<file path="src/hw/rtl/hotplug_event_detector_top_defines.svh">
// ----------------------------------------------------------------------------
// Hotplug event detector assertion macros
// Shared assertion wrappers clocked on clk; HED_CHECK is gated by the active-low reset.
// ----------------------------------------------------------------------------
`ifndef HOTPLUG_EVENT_DETECTOR_TOP_DEFINES_SVH
`define HOTPLUG_EVENT_DETECTOR_TOP_DEFINES_SVH

// Check a property while out of reset.
`define HED_CHECK(name, prop, msg) \
	name: assert property (@(posedge clk) disable iff (!arst_n) prop) else $error(msg);

// Check a property at every edge, reset included.
`define HED_CHECK_ALWAYS(name, prop, msg) \
	name: assert property (@(posedge clk) prop) else $error(msg);

`endif

</file>
<file path="src/hw/rtl/hed_pkg.sv">
`timescale 1ns / 1ps
// ----------------------------------------------------------------------------
// Hotplug event detector package
// Sizes, codes and word types shared by the detector modules.
// ----------------------------------------------------------------------------
package hed_pkg;

	localparam int NUM_GROUPS        = 8;
	localparam int BITS_PER_GROUP    = 8;
	localparam int IDLE_RESCAN_LIMIT = 3;

	localparam int GROUP_W    = 3;
	localparam int ENTRY_W    = 3;
	localparam int WALK_W     = 3;
	localparam int STATUS_W   = 8;
	localparam int IDLE_W     = 2;
	localparam int CFG_IDX_W  = 3;
	localparam int CFG_DATA_W = 64;

	localparam logic [STATUS_W-1:0] GOOD_HEALTH       = 8'h02;
	localparam logic [STATUS_W-1:0] HEALTH_MASK_RESET = 8'h03;
	localparam logic [STATUS_W-1:0] GROUP_BIT_MASK    = STATUS_W'((1 << BITS_PER_GROUP) - 1);

	// sample kinds
	localparam logic [1:0] FUNC_AGG = 2'd0;
	localparam logic [1:0] FUNC_PRS = 2'd1;
	localparam logic [1:0] FUNC_HLT = 2'd2;

	// event kinds
	localparam logic [1:0] KIND_SCAN   = 2'd0;
	localparam logic [1:0] KIND_ATTACH = 2'd1;
	localparam logic [1:0] KIND_DETACH = 2'd2;

	// configuration register indexes
	localparam logic [CFG_IDX_W-1:0] REG_AGG_MASK    = 3'd0;
	localparam logic [CFG_IDX_W-1:0] REG_GROUP_MASKS = 3'd1;
	localparam logic [CFG_IDX_W-1:0] REG_GROUP_AGG   = 3'd2;
	localparam logic [CFG_IDX_W-1:0] REG_INVERTED    = 3'd3;
	localparam logic [CFG_IDX_W-1:0] REG_HEALTH_MASK = 3'd4;

	typedef struct packed {
		logic [1:0]          func;
		logic [GROUP_W-1:0]  group;
		logic [ENTRY_W-1:0]  entry;
		logic [STATUS_W-1:0] status;
	} sample_t;

	typedef struct packed {
		logic [1:0]         event_kind;
		logic [GROUP_W-1:0] event_group;
		logic [ENTRY_W-1:0] event_entry;
		logic [7:0]         scan_groups;
		logic               last;
	} event_t;

	typedef struct packed {
		logic [7:0]  aggregate_mask;
		logic [63:0] group_bit_masks;
		logic [63:0] group_aggregate_bits;
		logic [7:0]  inverted_groups;
		logic [7:0]  health_value_mask;
	} cfg_t;

	// request to the shared byte test unit
	typedef struct packed {
		logic              use_agg_word;
		logic [WALK_W-1:0] byte_sel;
		logic [7:0]        operand;
	} step_req_t;

	typedef struct packed {
		logic [7:0] sel_byte;
		logic       hit;
	} step_rsp_t;

endpackage

</file>
<file path="src/hw/rtl/hed_channels.sv">
`timescale 1ns / 1ps
// ----------------------------------------------------------------------------
// Hotplug event detector channels
// Valid/ready channels for status samples and for event words.
// ----------------------------------------------------------------------------
interface hed_sample_if;
	import hed_pkg::*;
	logic    valid;
	logic    ready;
	sample_t data;
	modport source(output valid, output data, input ready);
	modport sink(input valid, input data, output ready);
endinterface

interface hed_event_if;
	import hed_pkg::*;
	logic   valid;
	logic   ready;
	event_t data;
	modport source(output valid, output data, input ready);
	modport sink(input valid, input data, output ready);
endinterface

</file>
<file path="src/hw/rtl/hed_cfg_regs.sv">
`timescale 1ns / 1ps
// ----------------------------------------------------------------------------
// Hotplug event detector configuration registers
// Write-only register file loaded through the plain write port.
// ----------------------------------------------------------------------------
module hed_cfg_regs (
	input  logic                           clk,
	input  logic                           arst_n,
	input  logic                           cfg_we,
	input  logic [hed_pkg::CFG_IDX_W-1:0]  cfg_index,
	input  logic [hed_pkg::CFG_DATA_W-1:0] cfg_data,
	output hed_pkg::cfg_t                  cfg
);
	import hed_pkg::*;

	cfg_t cfg_q;

	always_ff @(posedge clk or negedge arst_n) begin
		if (!arst_n) begin
			cfg_q.aggregate_mask       <= '0;
			cfg_q.group_bit_masks      <= '0;
			cfg_q.group_aggregate_bits <= '0;
			cfg_q.inverted_groups      <= '0;
			cfg_q.health_value_mask    <= HEALTH_MASK_RESET;
		end else if (cfg_we) begin
			case (cfg_index)
				REG_AGG_MASK:    cfg_q.aggregate_mask       <= cfg_data[7:0];
				REG_GROUP_MASKS: cfg_q.group_bit_masks      <= cfg_data;
				REG_GROUP_AGG:   cfg_q.group_aggregate_bits <= cfg_data;
				REG_INVERTED:    cfg_q.inverted_groups      <= cfg_data[7:0];
				REG_HEALTH_MASK: cfg_q.health_value_mask    <= cfg_data[7:0];
				default: begin
				end
			endcase
		end
	end

	assign cfg = cfg_q;

endmodule

</file>
<file path="src/hw/rtl/hed_step_unit.sv">
`timescale 1ns / 1ps
// ----------------------------------------------------------------------------
// Hotplug event detector byte test unit
// Selects one byte of a group word and tests it against an operand.
// ----------------------------------------------------------------------------
module hed_step_unit (
	input  hed_pkg::cfg_t      cfg,
	input  hed_pkg::step_req_t req,
	output hed_pkg::step_rsp_t rsp
);
	import hed_pkg::*;

	logic [63:0] word;
	logic [7:0]  sel_byte;

	always_comb begin
		word     = req.use_agg_word ? cfg.group_aggregate_bits : cfg.group_bit_masks;
		sel_byte = word[{req.byte_sel, 3'b000} +: 8];
		rsp.sel_byte = sel_byte;
		rsp.hit      = |(sel_byte & req.operand);
	end

endmodule

</file>
<file path="src/hw/rtl/hed_seq.sv">
`timescale 1ns / 1ps
`include "hotplug_event_detector_top_defines.svh"
// ----------------------------------------------------------------------------
// Hotplug event detector sequencer
// Holds the caches and walks groups or bits through the shared byte test unit.
// ----------------------------------------------------------------------------
module hed_seq (
	input  logic          clk,
	input  logic          arst_n,
	input  hed_pkg::cfg_t cfg,
	hed_sample_if.sink    samples,
	output logic          evt_valid,
	output hed_pkg::event_t evt_word,
	input  logic          evt_ready
);
	import hed_pkg::*;

	localparam logic [2:0] S_IDLE     = 3'd0;
	localparam logic [2:0] S_AGG      = 3'd1;
	localparam logic [2:0] S_AGG_WALK = 3'd2;
	localparam logic [2:0] S_PRS      = 3'd3;
	localparam logic [2:0] S_PRS_WALK = 3'd4;
	localparam logic [2:0] S_HLT      = 3'd5;
	localparam logic [2:0] S_EMIT     = 3'd6;

	logic [2:0]                state_q;
	sample_t                   smp_q;
	logic [7:0]                agg_cache_q;
	logic [IDLE_W-1:0]         idle_runs_q;
	logic [7:0]                prs_cache_q [NUM_GROUPS];
	logic [NUM_GROUPS-1:0]     loaded_q;
	logic [7:0]                hlt_cache_q [NUM_GROUPS];
	logic [BITS_PER_GROUP-1:0] attached_q  [NUM_GROUPS];
	logic [7:0]                work_q;
	logic [7:0]                now_q;
	logic [WALK_W-1:0]         idx_q;
	logic [ENTRY_W-1:0]        rank_q;
	logic [7:0]                scan_q;
	event_t                    res_q;

	step_req_t  req;
	step_rsp_t  rsp;

	logic [7:0] agg_masked;
	logic       agg_forced;
	logic [7:0] agg_changed;
	logic [7:0] scan_next;
	logic       inv_bit;
	logic [7:0] prs_mask;
	logic [7:0] prs_prev;
	logic [7:0] prs_masked;
	logic [7:0] prs_changed;
	logic [7:0] hlt_masked;
	logic       hlt_att;
	logic       grp_ok;
	logic       ent_ok;
	logic       cur_changed;
	logic       stale;
	logic [7:0] later;
	logic       walk_end;
	event_t     prs_evt;

	hed_step_unit u_step (
		.cfg (cfg),
		.req (req),
		.rsp (rsp)
	);

	always_comb begin
		req.use_agg_word = 1'b0;
		req.byte_sel     = smp_q.group;
		req.operand      = (8'd1 << idx_q) & GROUP_BIT_MASK;
		case (state_q)
			S_AGG_WALK: begin
				req.use_agg_word = 1'b1;
				req.byte_sel     = idx_q;
				req.operand      = work_q;
			end
			default: begin
			end
		endcase

		agg_masked  = smp_q.status & cfg.aggregate_mask;
		agg_forced  = (idle_runs_q == IDLE_W'(IDLE_RESCAN_LIMIT));
		agg_changed = agg_forced ? cfg.aggregate_mask : (agg_cache_q ^ agg_masked);
		scan_next   = scan_q;
		scan_next[idx_q] = rsp.hit;

		grp_ok      = ({1'b0, smp_q.group} < (GROUP_W + 1)'(NUM_GROUPS));
		ent_ok      = ({1'b0, smp_q.entry} < (ENTRY_W + 1)'(BITS_PER_GROUP));
		inv_bit     = cfg.inverted_groups[smp_q.group];
		prs_mask    = rsp.sel_byte & GROUP_BIT_MASK;
		prs_prev    = loaded_q[smp_q.group] ? prs_cache_q[smp_q.group]
		                                    : (inv_bit ? prs_mask : 8'd0);
		prs_masked  = smp_q.status & prs_mask;
		prs_changed = prs_prev ^ prs_masked;

		hlt_masked  = smp_q.status & cfg.health_value_mask;
		hlt_att     = attached_q[smp_q.group][smp_q.entry];

		// rank_q counts mask bits below idx_q, so zero plus no mask bit here
		// means the changed bit has no mask bit at or below it
		cur_changed = work_q[idx_q];
		stale       = cur_changed && (rank_q == '0) && !rsp.hit;
		later       = work_q & ~((8'd2 << idx_q) - 8'd1);
		walk_end    = (idx_q == WALK_W'(BITS_PER_GROUP - 1)) || (later == 8'd0);

		prs_evt.event_kind  = (now_q[idx_q] ^ inv_bit) ? KIND_ATTACH : KIND_DETACH;
		prs_evt.event_group = smp_q.group;
		prs_evt.event_entry = rank_q;
		prs_evt.scan_groups = 8'd0;
		prs_evt.last        = (later == 8'd0);

		evt_valid = (state_q == S_EMIT) || ((state_q == S_PRS_WALK) && cur_changed && !stale);
		evt_word  = (state_q == S_EMIT) ? res_q : prs_evt;
	end

	assign samples.ready = (state_q == S_IDLE);

	always_ff @(posedge clk or negedge arst_n) begin
		if (!arst_n) begin
			state_q     <= S_IDLE;
			smp_q       <= '0;
			agg_cache_q <= '0;
			idle_runs_q <= '0;
			loaded_q    <= '0;
			work_q      <= '0;
			now_q       <= '0;
			idx_q       <= '0;
			rank_q      <= '0;
			scan_q      <= '0;
			res_q       <= '0;
			for (int g = 0; g < NUM_GROUPS; g++) begin
				prs_cache_q[g] <= '0;
				hlt_cache_q[g] <= '0;
				attached_q[g]  <= '0;
			end
		end else begin
			case (state_q)
				S_IDLE: begin
					if (samples.valid) begin
						smp_q <= samples.data;
						case (samples.data.func)
							FUNC_AGG: state_q <= S_AGG;
							FUNC_PRS: state_q <= S_PRS;
							FUNC_HLT: state_q <= S_HLT;
							default:  state_q <= S_IDLE;
						endcase
					end
				end
				S_AGG: begin
					agg_cache_q <= agg_masked;
					if (agg_changed == 8'd0) begin
						idle_runs_q <= agg_forced ? IDLE_W'(1) : idle_runs_q + IDLE_W'(1);
						state_q     <= S_IDLE;
					end else begin
						if (agg_forced) begin
							idle_runs_q <= '0;
						end
						work_q  <= agg_changed;
						idx_q   <= '0;
						scan_q  <= '0;
						state_q <= S_AGG_WALK;
					end
				end
				S_AGG_WALK: begin
					scan_q <= scan_next;
					idx_q  <= idx_q + WALK_W'(1);
					if (idx_q == WALK_W'(NUM_GROUPS - 1)) begin
						res_q.event_kind  <= KIND_SCAN;
						res_q.event_group <= '0;
						res_q.event_entry <= '0;
						res_q.scan_groups <= scan_next;
						res_q.last        <= 1'b1;
						state_q           <= S_EMIT;
					end
				end
				S_PRS: begin
					if (!grp_ok) begin
						state_q <= S_IDLE;
					end else begin
						loaded_q[smp_q.group]    <= 1'b1;
						prs_cache_q[smp_q.group] <= prs_masked;
						work_q  <= prs_changed;
						now_q   <= prs_masked;
						idx_q   <= '0;
						rank_q  <= '0;
						state_q <= (prs_changed == 8'd0) ? S_IDLE : S_PRS_WALK;
					end
				end
				S_PRS_WALK: begin
					if (stale) begin
						state_q <= S_IDLE;
					end else if (!evt_valid || evt_ready) begin
						rank_q <= rank_q + ENTRY_W'(rsp.hit);
						idx_q  <= idx_q + WALK_W'(1);
						if (walk_end) begin
							state_q <= S_IDLE;
						end
					end
				end
				S_HLT: begin
					if (!grp_ok || !ent_ok || (hlt_masked == hlt_cache_q[smp_q.group])) begin
						state_q <= S_IDLE;
					end else begin
						hlt_cache_q[smp_q.group] <= hlt_masked;
						res_q.event_group <= smp_q.group;
						res_q.event_entry <= smp_q.entry;
						res_q.scan_groups <= '0;
						res_q.last        <= 1'b1;
						state_q           <= S_IDLE;
						if (hlt_masked == GOOD_HEALTH) begin
							if (!hlt_att) begin
								attached_q[smp_q.group][smp_q.entry] <= 1'b1;
								res_q.event_kind <= KIND_ATTACH;
								state_q          <= S_EMIT;
							end
						end else if (hlt_att) begin
							attached_q[smp_q.group][smp_q.entry] <= 1'b0;
							res_q.event_kind <= KIND_DETACH;
							state_q          <= S_EMIT;
						end
					end
				end
				S_EMIT: begin
					if (evt_ready) begin
						state_q <= S_IDLE;
					end
				end
				default: state_q <= S_IDLE;
			endcase
		end
	end

	`HED_CHECK(a_idle_runs_bound, idle_runs_q <= IDLE_W'(IDLE_RESCAN_LIMIT), "idle run count past limit")
	`HED_CHECK(a_last_ends_item, (evt_valid && evt_ready && evt_word.last) |=> (state_q == S_IDLE), "item not done after last word")
	`HED_CHECK(a_stall_holds_word, (evt_valid && !evt_ready) |=> (evt_valid && $stable(evt_word)), "event word moved while stalled")
	`HED_CHECK(a_busy_after_take, (samples.valid && samples.ready && (samples.data.func == FUNC_AGG || samples.data.func == FUNC_PRS || samples.data.func == FUNC_HLT)) |=> (state_q != S_IDLE), "sample taken but sequencer idle")
	`HED_CHECK_ALWAYS(a_no_word_in_reset, !arst_n |-> !evt_valid, "event word offered in reset")

endmodule

</file>
<file path="src/hw/rtl/hotplug_event_detector_top.sv">
`timescale 1ns / 1ps
// ----------------------------------------------------------------------------
// Hotplug event detector
// Turns aggregation, presence and health status samples into scan, attach
// and detach events.
// ----------------------------------------------------------------------------
// One sample is taken at a time; samples.ready is high only while the
// sequencer is idle. The sequencer walks one group or one presence bit per
// cycle through the shared byte test unit; a stalled output holds the
// presence walk. An aggregation sample passes through decode, 8 group steps
// and emit, and with nothing changed it returns to idle after decode.
// A presence sample walks one step per bit up to its highest changed bit
// and emits one event word per step that finds a changed bit, unless that
// bit has no mask bit at or below it, which ends the walk. Out-of-range or
// unknown samples give nothing.
// Event words leave through a single output register, so the sequencer keeps
// working while the previous word waits to be taken. Configuration must be
// written only while the block is idle; the block itself does not enforce
// this. Register 4 (health mask) resets to 0x03, the rest to zero, and
// indexes 5 to 7 are dropped.
// ----------------------------------------------------------------------------
module hotplug_event_detector_top (
	input  logic                           clk,
	input  logic                           arst_n,
	hed_sample_if.sink                     samples,
	hed_event_if.source                    events,
	input  logic                           cfg_we,
	input  logic [hed_pkg::CFG_IDX_W-1:0]  cfg_index,
	input  logic [hed_pkg::CFG_DATA_W-1:0] cfg_data
);
	import hed_pkg::*;

	cfg_t   cfg;
	logic   evt_valid;
	event_t evt_word;
	logic   evt_ready;
	logic   out_valid_q;
	event_t out_q;

	// register file for the five configuration registers
	hed_cfg_regs u_cfg (
		.clk       (clk),
		.arst_n    (arst_n),
		.cfg_we    (cfg_we),
		.cfg_index (cfg_index),
		.cfg_data  (cfg_data),
		.cfg       (cfg)
	);

	// sequencer: caches, walk counters and the shared byte test unit
	hed_seq u_seq (
		.clk       (clk),
		.arst_n    (arst_n),
		.cfg       (cfg),
		.samples   (samples),
		.evt_valid (evt_valid),
		.evt_word  (evt_word),
		.evt_ready (evt_ready)
	);

	// output register: load when empty or when the held word is being taken
	assign evt_ready = !out_valid_q || events.ready;

	always_ff @(posedge clk or negedge arst_n) begin
		if (!arst_n) begin
			out_valid_q <= 1'b0;
		end else if (evt_ready) begin
			out_valid_q <= evt_valid;
		end
	end

	// payload needs no reset; hold it until the next word is loaded
	always_ff @(posedge clk) begin
		if (evt_ready && evt_valid) begin
			out_q <= evt_word;
		end
	end

	assign events.valid = out_valid_q;
	assign events.data  = out_q;

endmodule
</file>
<file path="src/flat_wrapper.sv">
// flat-port wrapper written by rule: the top's interface ports become plain ports
module hotplug_event_detector_top_flat import hed_pkg::*;
  (clk, arst_n, cfg_we, cfg_index, cfg_data, samples_valid, samples_data, samples_ready, events_valid, events_data, events_ready);
  hed_sample_if samples_i ();
  hed_event_if events_i ();
  input  logic clk;
  input  logic arst_n;
  input  logic cfg_we;
  input  logic [hed_pkg::CFG_IDX_W-1:0] cfg_index;
  input  logic [hed_pkg::CFG_DATA_W-1:0] cfg_data;
  input wire logic [$bits(samples_i.valid)-1:0] samples_valid;
  input wire logic [$bits(samples_i.data)-1:0] samples_data;
  output wire logic [$bits(samples_i.ready)-1:0] samples_ready;
  output wire logic [$bits(events_i.valid)-1:0] events_valid;
  output wire logic [$bits(events_i.data)-1:0] events_data;
  input wire logic [$bits(events_i.ready)-1:0] events_ready;
  assign samples_i.valid = samples_valid;
  assign samples_i.data = samples_data;
  assign samples_ready = samples_i.ready;
  assign events_valid = events_i.valid;
  assign events_data = events_i.data;
  assign events_i.ready = events_ready;
  hotplug_event_detector_top u_core (.clk(clk), .arst_n(arst_n), .samples(samples_i), .events(events_i), .cfg_we(cfg_we), .cfg_index(cfg_index), .cfg_data(cfg_data));
endmodule
</file>
<file path="config.mk">
export PLATFORM = sky130hd
export DESIGN_NAME = hotplug_event_detector_top_flat
export DESIGN_NICKNAME = d
export VERILOG_FILES = /design/src/hw/rtl/hed_pkg.sv /design/src/hw/rtl/hed_channels.sv /design/src/hw/rtl/hed_cfg_regs.sv /design/src/hw/rtl/hed_step_unit.sv /design/src/hw/rtl/hed_seq.sv /design/src/hw/rtl/hotplug_event_detector_top.sv /design/src/flat_wrapper.sv
export VERILOG_INCLUDE_DIRS = /design/src /design/src/hw/rtl
export SDC_FILE = /design/constraint.sdc
export NUM_CORES = 1
export LEC_CHECK = 0
export BUFFER_PORTS_ARGS = -buffer_cell sky130_fd_sc_hd__buf_4
export CAP_MARGIN = 30
export CORE_MARGIN = 1.5
export CORE_UTILIZATION = 62
export CTS_CLUSTER_DIAMETER = 120
export DETAILED_ROUTE_END_ITERATION = 6
export PLACE_DENSITY = 0.81
export SLEW_MARGIN = 25
export SYNTH_ARGS = -nofsm -noshare
export SYNTH_HDL_FRONTEND = slang
export SYNTH_SLANG_ARGS = --single-unit
</file>
<file path="constraint.sdc">
create_clock -name clk -period 5.08 [get_ports clk]
set_input_delay 0.762 -clock clk [delete_from_list [all_inputs] [get_ports clk]]
set_output_delay 0.762 -clock clk [all_outputs]
set_load 0.01 [all_outputs]
</file>
==> run metrics, run 1 <==
Yosys warnings=0; Clock Latency Late Sink=590 ps; Avg Cell Area, Syn=11.6 µm²; DR vias/cell=6.46; Multi-input gate area=9530 µm²; core area=33,700 µm²; Crit path required time=5310 ps; power density over the cells=548 nW/µm²; most common cell after layout, fill and taps aside=dfrtp_1; Post-CTS Setup Bufs=0; GPL Wtd Cong=0.930; sequential area share after synthesis=0.526; WL/cell=23.4 µm; ratio of cells with drive above 1 in the final layout=0.300; RR Startpoint=u_core.u_seq.state_q[2]$_DFFE_PN0P_; post-place setup slack=669 ps; Fin. Hold Viols=0; most frequent cells in the layout=dfrtp_1, mux2_2, nand2_1; final wirelength=56,400 µm; setup TNS=0 ps; DR iter-0 viols=1,239; Post-synth EDFFs=17; Synth Cell Area=21,300 µm²; CTS Buf Count=46; Max Cap Viol=0; DRT Pass-1 Iters=5; boundary pin count=107; Clock transition at path regs=60 ps; # clock sinks=444; Resized Gates After CTS=0; total gr overflow=0; Worst-Margin Slew=902 ps; R2R Setup Slk=550 ps; filler instances=2,353; CP Launch Type=flop; setup repair after global routing missed its margin=no; Tcrit/Tclk final=0.892; Highest Clock Rate=221 MHz; Critical Path AT=4760 ps; first-pass GRT wire length=89,400 µm; full die area=35,500 µm²; Post-Syn Instances=1,842; Slew headroom=0.396; predominant post-synthesis flop cell=dfrtp_1; Hold WC Path Type=input pin to async pin; area grow syn2layout=13.0%; peak supply drop=0.000385 V; Clock Root Buffer=clkbuf_16; vias in the first global route=16,000; Vias=15,600; post-detail-place hpwl=37,600 µm; syn nets=1,942; CTS H-Tree Depth=2; Port Buf Inserts=106; minimum clock period=4530 ps; Final ANT Viol Nets=0; Static Leak=10.7 nW; Total GRT Usage=0.324; drt drc=0; critical path type=flop to flop; Synth cell types=86; largest net degree at the start of global routing=141; Synth Register Bits=444; max-slew violation count=0; R2R cell count=10; starting density of the core=0.632; sequential cell area=11,200 µm²; R2R Path End=u_core.events.data[1]$_SDFFCE_PN0P_; Clock Skews=17.5 ps; Max Buffers Root-to-Sink=3; Die Ht=188 µm; final setup violation count=0; die width=188 µm; # rows=67; Worst Setup End Kind=flop; asr flop ratio synth=0.962; critical path peak fanout=17; Nets=2,026; CTS tree=done; initial antenna violation count=1; final worst slack=549 ps; # hold bufs at CTS=0; status=finished clean
## cell usage after synthesis, drive strengths merged (18+ instances only)
library cell  number  share of area
dfrtp            425           0.50
mux2             303           0.16
nand2            278          0.049
o21ai            153          0.036
clkbuf            77          0.014
mux2i             76          0.036
buf               41          0.011
nor2              41         0.0075
a22oi             38          0.013
a21oi             36         0.0086
nand3             32         0.0075
a22o              25          0.010
inv               20         0.0035
nand2b            20         0.0059
nor3              20         0.0081
a221oi            19         0.0081
and3              18         0.0053
mux4              18          0.019
## area by class of cell
class | count | area share
Sequential cell | 444 | 0.465
Multi-Input combinational cell | 1258 | 0.396
Clock buffer | 67 | 0.0540
Timing Repair Buffer | 154 | 0.0501
Tap cell | 448 | 0.0233
Clock inverter | 17 | 0.00769
Inverter | 22 | 0.00343
Antenna cell | 1 | 0.000104
## worst max path at each step
stage	startpoint	endpoint	slack, ps	cells past startpoint
floorplan	u_core.u_seq.prs_evt[14]$_DFFE_PN0P_	flop	1470	18
global placement	u_core.u_seq.state_q[2]$_DFFE_PN0P_	u_core.events.data[12]$_DFFE_PP_	840	10
detailed placement	u_core.u_seq.state_q[2]$_DFFE_PN0P_	u_core.events.data[1]$_SDFFCE_PN0P_	670	10
CTS	u_core.u_seq.state_q[2]$_DFFE_PN0P_	u_core.events.data[1]$_SDFFCE_PN0P_	620	10
global route	u_core.u_seq.state_q[2]$_DFFE_PN0P_	u_core.events.data[1]$_SDFFCE_PN0P_	370	10
finish	u_core.u_seq.state_q[2]$_DFFE_PN0P_	u_core.events.data[1]$_SDFFCE_PN0P_	550	10
## routing by layer
layer | vias to the layer above | track usage | share of wire
li1 | 6825 | - | -
met1 | 7917 | 0.443 | 0.41
met2 | 693 | 0.519 | 0.48
met3 | 139 | 0.0579 | 0.075
met4 | 0 | 0.126 | 0.034
met5 | - | 0 | 0
## metrics by stage
step | total power, W | hold WS (ps) | cells | cell area (µm²) | utilization
after floorplan | 0.00812 | 428 | 1842 | 21300 | -
after global placement | 0.00959 | 443 | 2325 | 22600 | 0.670
after detailed placement | 0.00975 | 449 | 2325 | 22600 | 0.670
after CTS | 0.0131 | 250 | 2409 | 24100 | 0.714
after global routing | 0.0138 | 269 | 2410 | 24100 | 0.714
final | 0.0132 | 224 | 2411 | 24100 | 0.714
## critical path, stage by stage, from the launching register on
cell	delay [ps]
dfrtp_1	480
nor3b_4	360
buf_4	240
mux2i_2	630
mux2i_1	310
mux2i_1	180
a211o_1	380
nor4_4	710
nor4b_1	310
o31ai_1	140
and2_1	420
## kinds of logic (layout without fill, tap and decap cells)
group,after synthesis,in the layout,synth area share
xor+xnor,11,11,0.00452
mux,397,397,0.216
buf+inv,140,260,0.0289
simple gates,483,483,0.109
compound gates,355,355,0.109
other cells,0,1,0
flops,444,444,0.526
fa+ha+maj,12,12,0.00705
## power by group
part           total, W  switching [W]  internal (W)
Combinational   0.00482        0.00296       0.00186
Clock           0.00335        0.00142       0.00193
Sequential      0.00503       0.000673       0.00436
Note: power is estimated with default switching activity, not from simulation.
==> run 2, diff against run 1 <==
- CORE_UTILIZATION: 62 -> 46
- PLACE_DENSITY: 0.81 -> default
==> run 2 against run 1 <==
Effect of this change:
- the run now ends with design-rule violations left
- critical path depth unchanged
- combinational power rose by 2%
- global-route usage is 7.1 points lower
- via count is 3.1% lower
- sequential power about the same
- count of clock-buffer cells in the layout is 7 higher
- worst setup slack better by 330 ps
- critical endpoint is now u_core.events.data[2]$_SDFFCE_PN0P_
==> run metrics, run 2 (synthesis results as in run 1) <==
final wirelength=59,200 µm; Clock Latency Late Sink=600 ps; Total GRT Usage=0.253; minimum clock period=4200 ps; Crit path required time=5300 ps; Max Cap Viol=0; Port Buf Inserts=106; CP Launch Type=flop; Vias=15,100; Fin. Hold Viols=0; failing checks=design-rule violations; DR vias/cell=5.85; CTS Buf Count=50; drt drc=12; Tcrit/Tclk final=0.827; Static Leak=10.9 nW; # rows=78; total gr overflow=0; peak supply drop=0.000282 V; core area=45,600 µm²; Clock Skews=19.4 ps; max-slew violation count=0; Final ANT Viol Nets=0; Die Ht=218 µm; initial antenna violation count=0; Critical Path AT=4420 ps; critical path peak fanout=22; GPL Wtd Cong=0.874; area grow syn2layout=15.0%; power density over the cells=552 nW/µm²; Slew headroom=0.384; setup TNS=0 ps; # clock sinks=444; starting density of the core=0.467; most frequent cells in the layout=dfrtp_1, mux2_2, nand2_1; first-pass GRT wire length=92,900 µm; Resized Gates After CTS=0; vias in the first global route=15,400; status=finished with violations; ratio of cells with drive above 1 in the final layout=0.307; boundary pin count=107; Hold WC Path Type=input pin to async pin; Ant. Diodes=0; Max Buffers Root-to-Sink=3; DR iter-0 viols=1,046; DRT Pass-1 Iters=7; CTS H-Tree Depth=2; Highest Clock Rate=238 MHz; setup repair after global routing missed its margin=no; Post-CTS Setup Bufs=0; # hold bufs at CTS=0; Worst-Margin Slew=924 ps; die width=218 µm; Clock Root Buffer=clkbuf_16; post-detail-place hpwl=40,400 µm; Worst Setup End Kind=flop; WL/cell=23.0 µm; final setup violation count=0; largest net degree at the start of global routing=122; critical path type=flop to flop; full die area=47,600 µm²; most common cell after layout, fill and taps aside=dfrtp_1; Clock transition at path regs=60 ps; Nets=2,041; Power Total=0.0135 W; CTS tree=done
[run 2: cell type report]
type | instances | area (µm²)
fillers | 3926 | 21100
flip-flops and latches | 444 | 11200
multi-input cells | 1258 | 9540
clock buffers | 74 | 1480
repair buffers | 165 | 1290
well taps | 600 | 751
clock inverters | 17 | 155
inverters | 22 | 82.6
[run 2: report_power, final]
group | total, W | switching [W] | internal, W
combinational | 0.00491 | 0.00299 | 0.00191
sequential | 0.00504 | 0.000682 | 0.00436
clock | 0.00358 | 0.00146 | 0.00212
total | 0.0135 | 0.00514 | 0.00839
[run 2: final timing paths]
path                                                            from                                       end  slack (ps)  cells past startpoint
worst min register to register  u_core.u_seq.loaded_q[6]$_DFFE_PN0P_      u_core.u_seq.loaded_q[6]$_DFFE_PN0P_         460                      1
worst min-delay path                                          arst_n  u_core.u_seq.prs_cache_q[24]$_DFFE_PN0P_         230                      1
max in group asynchronous                                     arst_n         u_core.u_seq.smp_q[8]$_DFFE_PN0P_        3650                      2
min in group clk                                    samples_data[15]       u_core.u_seq.state_q[0]$_DFFE_PN0P_         360                      2
worst max register to register   u_core.u_seq.state_q[2]$_DFFE_PN0P_       u_core.events.data[2]$_SDFFCE_PN0P_         880                     10
worst max-delay path             u_core.u_seq.state_q[2]$_DFFE_PN0P_       u_core.events.data[2]$_SDFFCE_PN0P_         880                     10
[run 2: layer usage]
metal | wire (µm) | track usage | vias to the layer above
met4 | 1470 | 0.0713 | 0
met2 | 27900 | 0.408 | 426
met3 | 3090 | 0.0354 | 99
met1 | 26800 | 0.357 | 7699
met5 | 0 | 0 | -
li1 | - | - | 6871
[run 2: worst max-delay path, cell delays in order (launching register included)]
cell       delay (ps)
dfrtp_1           500
or3b_2            820
buf_4             300
mux2i_1           210
mux2i_1           130
mux2_2            360
o2bb2ai_1         240
nor4_4             90
nor4b_1           160
o31ai_1           350
and2_1            640
[run 2: metrics by stage]
step                      hold WS, ps   util  setup slack [ps]  instances  cell area [µm²]
after floorplan                   428      -              1470       1842            21300
after global placement            444  0.501               633       2488            22800
after global routing              304  0.538               686       2580            24500
after CTS                         263  0.537               862       2579            24500
final                             230  0.538               881       2580            24500
after detailed placement          449  0.501               895       2488            22800
